[src/sv/ptob_pkg.sv]
`timescale 1ns / 1ps
// ----------------------------------------------------------------------------
// ptob_pkg: shared definitions for the pixel tile orientation buffer
// Field widths, register indexes, item kinds and the command and status
// groups that pass between the controller and the datapath.
// ----------------------------------------------------------------------------
package ptob_pkg;

    // Fixed field widths.
    localparam int POS_W      = 6;
    localparam int SIDE_W     = 7;
    localparam int CHAN_W     = 8;
    localparam int PIXEL_W    = 4 * CHAN_W;
    localparam int CFG_IDX_W  = 3;
    localparam int CFG_DATA_W = 7;

    // Default for the largest tile side that the store holds.
    localparam int DEFAULT_MAX_SIDE = 64;

    // Configuration register indexes.
    localparam logic [CFG_IDX_W-1:0] CFG_TILE_WIDTH    = 3'd0;
    localparam logic [CFG_IDX_W-1:0] CFG_TILE_HEIGHT   = 3'd1;
    localparam logic [CFG_IDX_W-1:0] CFG_MIRROR_VERT   = 3'd2;
    localparam logic [CFG_IDX_W-1:0] CFG_MIRROR_HORIZ  = 3'd3;
    localparam logic [CFG_IDX_W-1:0] CFG_QUARTER_TURNS = 3'd4;

    // Reset values of the tile size registers.
    localparam logic [SIDE_W-1:0] TILE_SIDE_RESET = 7'd64;

    // Item kinds.
    localparam logic KIND_LOAD = 1'b0;
    localparam logic KIND_READ = 1'b1;

    // Commands from the controller to the datapath.
    typedef struct packed {
        logic mem_write;  // store the incoming pixel
        logic mem_read;   // look up the oriented pixel and latch the request
        logic out_load;   // move the fetched pixel into the output register
    } t_cmd;

    // Status from the datapath to the controller.
    typedef struct packed {
        logic is_read;    // the offered beat is a read
        logic in_tile;    // the offered position lies inside the tile
    } t_stat;

endpackage

[src/sv/ptob_ctrl.sv]
`timescale 1ns / 1ps
// ----------------------------------------------------------------------------
// ptob_ctrl: controller of the pixel tile orientation buffer
// Two-state machine that issues stores and lookups, waits in a fetch state for
// the pixel memory, and owns the valid flag of the output register.
// ----------------------------------------------------------------------------
module ptob_ctrl
    import ptob_pkg::*;
(
    input  logic  i_clk,
    input  logic  i_rst_n,
    input  logic  i_in_valid,
    output logic  o_in_ready,
    output logic  o_out_valid,
    input  logic  i_out_ready,
    input  t_stat i_stat,
    output t_cmd  o_cmd
);

    typedef enum logic [1:0] {
        ST_IDLE  = 2'b01,
        ST_FETCH = 2'b10
    } t_state;

    t_state r_state, n_state;
    logic   r_out_valid, n_out_valid;
    logic   in_fire;
    logic   out_free;

    // New beats are taken only while no lookup is in flight.
    assign o_in_ready  = (r_state == ST_IDLE);
    assign in_fire     = i_in_valid && o_in_ready;
    assign out_free    = !r_out_valid || i_out_ready;
    assign o_out_valid = r_out_valid;

    // Command decode.
    always_comb begin
        o_cmd.mem_write = in_fire && !i_stat.is_read && i_stat.in_tile;
        o_cmd.mem_read  = in_fire && i_stat.is_read;
        o_cmd.out_load  = (r_state == ST_FETCH) && out_free;
    end

    // Next state and output valid.
    always_comb begin
        n_state     = r_state;
        n_out_valid = r_out_valid;
        if (r_out_valid && i_out_ready) begin
            n_out_valid = 1'b0;
        end
        case (r_state)
            ST_IDLE: begin
                if (o_cmd.mem_read) begin
                    n_state = ST_FETCH;
                end
            end
            ST_FETCH: begin
                if (o_cmd.out_load) begin
                    n_out_valid = 1'b1;
                    n_state     = ST_IDLE;
                end
            end
            default: begin
                n_state = ST_IDLE;
            end
        endcase
    end

    // State registers.
    always_ff @(posedge i_clk) begin
        if (!i_rst_n) begin
            r_state     <= ST_IDLE;
            r_out_valid <= 1'b0;
        end else begin
            r_state     <= n_state;
            r_out_valid <= n_out_valid;
        end
    end

`ifndef SYNTH
    // A lookup always moves the machine into the fetch state.
    a_read_to_fetch: assert property (@(posedge i_clk) disable iff (!i_rst_n)
        o_cmd.mem_read |=> (r_state == ST_FETCH))
        else $error("lookup did not enter fetch state");

    // The memory port is never asked to store and look up together.
    a_one_mem_op: assert property (@(posedge i_clk) disable iff (!i_rst_n)
        !(o_cmd.mem_write && o_cmd.mem_read))
        else $error("store and lookup issued together");

    // A fetched pixel never overwrites a result that is still waiting.
    a_no_overwrite: assert property (@(posedge i_clk) disable iff (!i_rst_n)
        o_cmd.out_load |-> (!r_out_valid || i_out_ready))
        else $error("output register overwritten while stalled");

    // Every output load presents a result in the next cycle.
    a_load_shows: assert property (@(posedge i_clk) disable iff (!i_rst_n)
        o_cmd.out_load |=> (r_out_valid && r_state == ST_IDLE))
        else $error("output load did not present a result");
`endif

endmodule

[config.mk]
export PLATFORM = sky130hd
export DESIGN_NAME = ptob_ctrl
export DESIGN_NICKNAME = d
export VERILOG_FILES = /design/src/sv/ptob_pkg.sv /design/src/sv/ptob_ctrl.sv
export SDC_FILE = /design/constraint.sdc
export NUM_CORES = 1
export LEC_CHECK = 0
export BUFFER_PORTS_ARGS = -buffer_cell sky130_fd_sc_hd__buf_4
export CORE_AREA = 5 5 42 44
export CTS_CLUSTER_DIAMETER = 200
export CTS_CLUSTER_SIZE = 12
export DETAILED_ROUTE_END_ITERATION = 8
export DIE_AREA = 0 0 47 49
export GPL_TIMING_DRIVEN = 0
export HOLD_SLACK_MARGIN = 0.02
export PLACE_DENSITY_LB_ADDON = 0.08
export SLEW_MARGIN = 40
export SYNTH_ARGS = -nofsm -noshare
export SYNTH_HDL_FRONTEND = slang
export SYNTH_SLANG_ARGS = --single-unit
[constraint.sdc]
create_clock -name i_clk -period 1.9 [get_ports i_clk]
set_input_delay 0 -clock i_clk [delete_from_list [all_inputs] [get_ports i_clk]]
set_output_delay 0 -clock i_clk [all_outputs]
set_load 0.05 [all_outputs]
==> results of run 1 <==
repair_timing:
item                                   CTS  global route
gates resized for setup                  0             0
hold buffers                             1             0
endpoints found under the hold margin    2             0
worst max path at each step:
stage / slack [ns] / to / from
final: 0.75 / o_cmd[2] / r_state[0]
after global routing: 0.68 / o_cmd[2] / r_state[0]
after CTS: 0.74 / o_cmd[2] / r_state[0]
after detailed placement: 0.99 / o_cmd[2] / r_state[0]
after global placement: 1.0 / o_cmd[2] / r_state[0]
after floorplan: 0.21 / o_cmd[2] / r_state[0]
report_power, final:
part / total (W) / switching, W / internal, W
registers: 0.0000668 / 0.00000146 / 0.0000653
logic: 0.0000380 / 0.0000209 / 0.0000172
clock network: 0.000110 / 0.0000315 / 0.0000786
total: 0.000215 / 0.0000538 / 0.000161
layer usage:
metal  GRT usage  vias to the layer above  wire length, um
met2      0.0452                        6              178
li1            -                       79                -
met3      0.0221                        0               57
met4      0.0415                        0                0
met1      0.0350                       55              132
met5           0                        -                0
stage by stage:
step / area, um^2 / std cells / hold slack (ns)
2_1_floorplan: 138 / 13 / 0.0800
3_3_place_gp: 233 / 39 / 0.196
3_5_place_dp: 233 / 39 / 0.199
4_1_cts: 269 / 44 / 0.0523
5_1_grt: 269 / 44 / 0.0853
6_report: 269 / 44 / 0.0589
critical path, cell delays in order (launching register included):
cell and delay [ns]:
dfxtp_1 0.34, nor2b_1 0.18, and4b_1 0.20, buf_4 0.19
layout by cell type, fill, tap and decap left out:
master | synthesis | layout
clkbuf_1 | 0 | 1
dlygate4sd3_1 | 0 | 1
a21boi_1 | 1 | 1
nor2b_1 | 2 | 2
o21a_1 | 1 | 1
and4b_1 | 2 | 2
clkbuf_4 | 0 | 3
dfxtp_1 | 3 | 3
o21ai_1 | 1 | 1
nand2b_1 | 2 | 2
buf_4 | 0 | 10
and4bb_2 | 1 | 1
cell usage after synthesis:
cell type | count | share of area
nor2b_1 | 2 | 0.091
dfxtp_1 | 3 | 0.44
nand2b_1 | 2 | 0.091
and4b_1 | 2 | 0.15
and4bb_2 | 1 | 0.091
o21a_1 | 1 | 0.055
o21ai_1 | 1 | 0.036
a21boi_1 | 1 | 0.055
logic make-up (layout without fill, tap and decap cells):
family | count (synthesis) | after routing
buffers and inverters | 0 | 15
and+or+nand+nor | 7 | 7
DFF | 3 | 3
AOI/OAI and AO/OA | 3 | 3
sequential cells by signal (all words and copies together), names as in the netlist:
name,cells
o_out_valid,1
r_state,2
final cells by class:
class                   instances  area, um^2
multi-input cells              10        77.6
fillers                       163        1130
well taps                      16        20.0
clock buffers                   4        26.3
repair buffers                 11        85.1
flip-flops and latches          3        60.1
==> flow_summary.yaml, run 1 <==
synthesis:
  synth_nets: 19
  synthCells: 13
  synthAdderAreaFrac: 0
  synth_seq_cells: 3
  synth_top_family_by_area: "simple AND/OR/NAND/NOR gates"
  ys.warnings.count: 0
  seq_area_frac_synth: 0.436
  synth-simple-area-share: 0.418
  yosys.area_share.xor_xnor: 0
  netlist_area_um2: 138
  synthMuxAreaShare: 0
  synth_compound_area_frac: 0.145
  syn_avg_cell_area_um2: 10.6
  ys_types: 8
cells_and_area:
  area_growth_pct: 95.5
  antenna_cells: 0
  final_util: 0.192
  layout-drive-gt1-share: 0.500
  final_nets: 35
clock_network:
  post-cts-setup-buffers: 0
  cts_tree: "built"
  cts_buffer_depth: 2
  clock_latency_ns: 0.23
  numCtsBuffers: 3
  cts_root_buf: "clkbuf_4"
  h-tree-depth: 1
  cts.clk_slew.worst_paths_ns: 0.04
  clock-sinks: 3
critical_path:
  crit_type: "reg2out"
  reg2reg_from: "r_state[1]"
  r2r_cells: 2
  start_kind: "flip-flop"
  rrSetupSlack_ns: 1.01
  reg2reg_to: "r_state[1]"
  critPathRequiredTime_ns: 1.90
  cp_max_fo: 4
  endpoint_kind: "output pin"
  cp_data_arrival_time_ns: 1.15
global_route:
  grt_pass1_wl_um: 538
  grt_max_degree: 5
  antenna_found_initial: 0
  grt_usage: 0.0359
  grt_overflow_total: 0
  grt_pass1_vias: 141
worst_hold_path:
  hold_depth: 3
  hold_class: "in2reg"
  hold_end: "o_out_valid"
  min_from: "i_out_ready"
sta:
  layout_setup_ws_ns: 0.751
  rsz0062_at_grt: "false"
  skew_ns: 0.00251
  finalCriticalPeriod_ns: 1.15
  fin_tns_setup_ns: 0
  max_freq_mhz: 871
  fin_crit_sh: 0.605
  slew_headroom: 0.905
  slew_violations: 0
  hold_violations: 0
  worstMarginPinSlew_ns: 0.142
  setup_violations: 0
floorplan:
  die_w_um: 47
  num_rows: 14
  die_h_um: 49
  core_area_um2: 1400
  pin_count: 11
  die_area_um2: 2300
  initial_core_util: 0.0982
place:
  io_buffers: 10
  pre_cts_ws_ns: 0.994
  gp_congestion: 0.614
routing:
  routed-via-count: 140
  dr.first_iter.drc_count: 0
  vias_per_cell: 3.18
  drt-pass1-iter-count: 1
  drt-total-wl_um: 368
  drc: 0
  antenna_left: 0
  routedWlPerCell_um: 8.36
power_and_ir_drop:
  p_total_w: 0.000215
  cellPowerDensity_nw_per_um2: 799
  leakagePower_nw: 0.121
  ir_worst_vdd_mv: 0.150
run_status:
  outcome: "finished, final reports clean"
run:
  drv_cap: 0
Note: power is estimated with default switching activity, not from simulation.
==> run 2: changes to the inputs <==
ABC_AREA = 1   (was unset)
clock period = 1.12 ns   (was 1.9 ns; I/O delays follow)
==> flow_summary.yaml, run 2 <==
run_status:
  outcome: "finished, final reports clean"
synthesis:
  synth_top_family_by_area: "simple AND/OR/NAND/NOR gates"
  syn_avg_cell_area_um2: 7.88
  synth-edff-count: 0
  synth_compound_area_frac: 0.103
  synth_nets: 26
  synth_top_area_frac: 0.381
  synthCells: 20
  async_reset_ff_frac: 0
  synth_ff_type: "dfxtp_1"
  synth_seq_cells: 3
  yosys.area_share.xor_xnor: 0
  synthAdderAreaFrac: 0
  synth-simple-area-share: 0.397
  ys.warnings.count: 0
  netlist_top_cells_area: "dfxtp_1, nor2_2, inv_1"
  yosysMostFrequentCell: "inv_1"
  synth_top_cell_by_area: "dfxtp_1"
  synthMuxAreaShare: 0
  ys_types: 11
  seq_area_frac_synth: 0.381
  netlist_area_um2: 158
  ys_top_cells_by_count: "inv_1, dfxtp_1, nand2_1, nor2_2"
cells_and_area:
  final_nets: 44
  fin_cells: 53
  final_common_cell: "buf_4"
  largest_register: "r_state"
  layout-drive-gt1-share: 0.703
  largest_reg_flops: 2
  antenna_cells: 0
  most-common-layout-cells: "buf_4, nor2_4, inv_1, nand2_1, clkbuf_4"
  area_growth_pct: 119
sta:
  holdWs_ns: 0.0979
  worstMarginPinSlew_ns: 0.144
  skew_ns: 0.000676
  hold_violations: 0
  finalCriticalPeriod_ns: 1.06
  fin_tns_setup_ns: 0
  rsz0062_at_grt: "false"
  setup_violations: 0
  max_freq_mhz: 947
  slew_violations: 0
  fin_crit_sh: 0.942
  slew_headroom: 0.904
critical_path:
  cp_max_fo: 3
  endpoint_kind: "output pin"
  crit_type: "reg2out"
  start_kind: "flip-flop"
  critPathRequiredTime_ns: 1.12
  cp_data_arrival_time_ns: 1.06
floorplan:
  die_area_um2: 2300
  die_w_um: 47
  initial_core_util: 0.112
  num_rows: 14
  die_h_um: 49
  core_area_um2: 1400
  pin_count: 11
clock_network:
  cts_buffer_depth: 2
  cts_root_buf: "clkbuf_4"
  cts.clk_slew.worst_paths_ns: 0.03
  clock_latency_ns: 0.23
  numCtsBuffers: 3
  h-tree-depth: 1
  cts_tree: "built"
  clock-sinks: 3
routing:
  drc: 0
  dr.first_iter.drc_count: 2
  antenna_left: 0
  drt-total-wl_um: 456
  drt-pass1-iter-count: 2
  routed-via-count: 185
  routedWlPerCell_um: 8.60
  vias_per_cell: 3.49
place:
  place_inst: 46
  dpl.hpwl_um: 363
  gp_congestion: 0.620
  io_buffers: 10
power_and_ir_drop:
  pwr-share-clk: 0.481
  ir_worst_vdd_mv: 0.663
  leakagePower_nw: 0.155
  p_comb_frac: 0.227
  switching_power_w: 0.000105
  swShare: 0.272
  p_seq_frac: 0.292
  cellPowerDensity_nw_per_um2: 1120
  p_int_w: 0.000281
global_route:
  grt_overflow_total: 0
  grt_max_degree: 4
  antenna_found_initial: 0
  grt_usage: 0.0521
  grt_pass1_vias: 208
  grt_pass1_wl_um: 786
worst_hold_path:
  hold_class: "in2reg"
run:
  drv_cap: 0
[run 2: cell types whose count changed in the layout (fill, tap and decap cells not counted), moves of 2 or more]
cell | previous run | this run
inv_1 | 0 | 3
nand2_1 | 0 | 3
nor2_4 | 0 | 3
and4b_1 | 2 | 0
buf_6 | 0 | 2
dfxtp_1 | 3 | 1
inv_2 | 0 | 2
nand2b_1 | 2 | 0
nor2b_1 | 2 | 0
[run 2: layout make-up]
type,instances,area (um^2)
Tap cell,16,20.0
Inverter,5,18.8
Multi-Input combinational cell,12,100
Timing Repair Buffer,13,115
Clock buffer,4,26.3
Sequential cell,3,65.1
Fill cell,167,1060
[run 2: per-stage QoR]
| step | util | setup WS [ns] | total power (W) | instance area [um^2] |
|---|---|---|---|---|
| CTS | 0.241 | 0.0102 | 0.000398 | 338 |
| global placement | 0.199 | 0.167 | 0.000191 | 279 |
| floorplan | - | -0.0293 | 0.000159 | 184 |
| global route | 0.246 | 0.00543 | 0.000418 | 345 |
| finish | 0.246 | 0.0646 | 0.000386 | 345 |
| detailed placement | 0.199 | 0.194 | 0.000191 | 279 |
[run 2: metal layers]
metal  wire length [um]  global-route usage  vias up
met5                  0                   0        -
met4                  0              0.0276        0
met3                 54              0.0590        0
met2                229              0.0679        7
met1                173              0.0484       82
li1                   -                   -       96
[run 2: logic make-up (layout without fill, tap and decap cells)]
family / Yosys count / after routing
simple gates: 10 / 10
buf+inv: 5 / 22
flops: 3 / 3
compound gates: 2 / 2
[run 2: timing repair]
item                                   in CTS  in global routing
hold buffers                                1                  0
buffers inserted                            2                  0
setup endpoints to repair                   2                  3
pin swaps                                   1                  3
resized for setup                           3                  2
endpoints found under the hold margin       3                  0
[run 2: power by group through the flow]
stage / Combinational [W] / Clock [W] / Sequential, W
2_1_floorplan: 0.0000433 / 0 / 0.000116
3_3_place_gp: 0.0000747 / 0 / 0.000116
3_5_place_dp: 0.0000753 / 0 / 0.000116
4_1_cts: 0.0000875 / 0.000198 / 0.000113
5_1_grt: 0.0000939 / 0.000210 / 0.000113
6_report: 0.0000879 / 0.000186 / 0.000113
[run 2: path summary, 6_finish.rpt]
path                end  depth (start not counted)   startpoint  slack, ns
max            o_cmd[2]                          5   r_state[0]       0.06
min          r_state[1]                          4  i_out_ready        0.1
max reg2reg  r_state[0]                          5   r_state[1]       0.21
min reg2reg  r_state[1]                          4  o_out_valid       0.64
[run 2: worst max-delay path, stage by stage, from the launching register on]
cell	delay (ns)
dfxtp_4	0.34
inv_2	0.04
nor2_4	0.11
nand3_2	0.09
nor2_4	0.10
buf_8	0.15
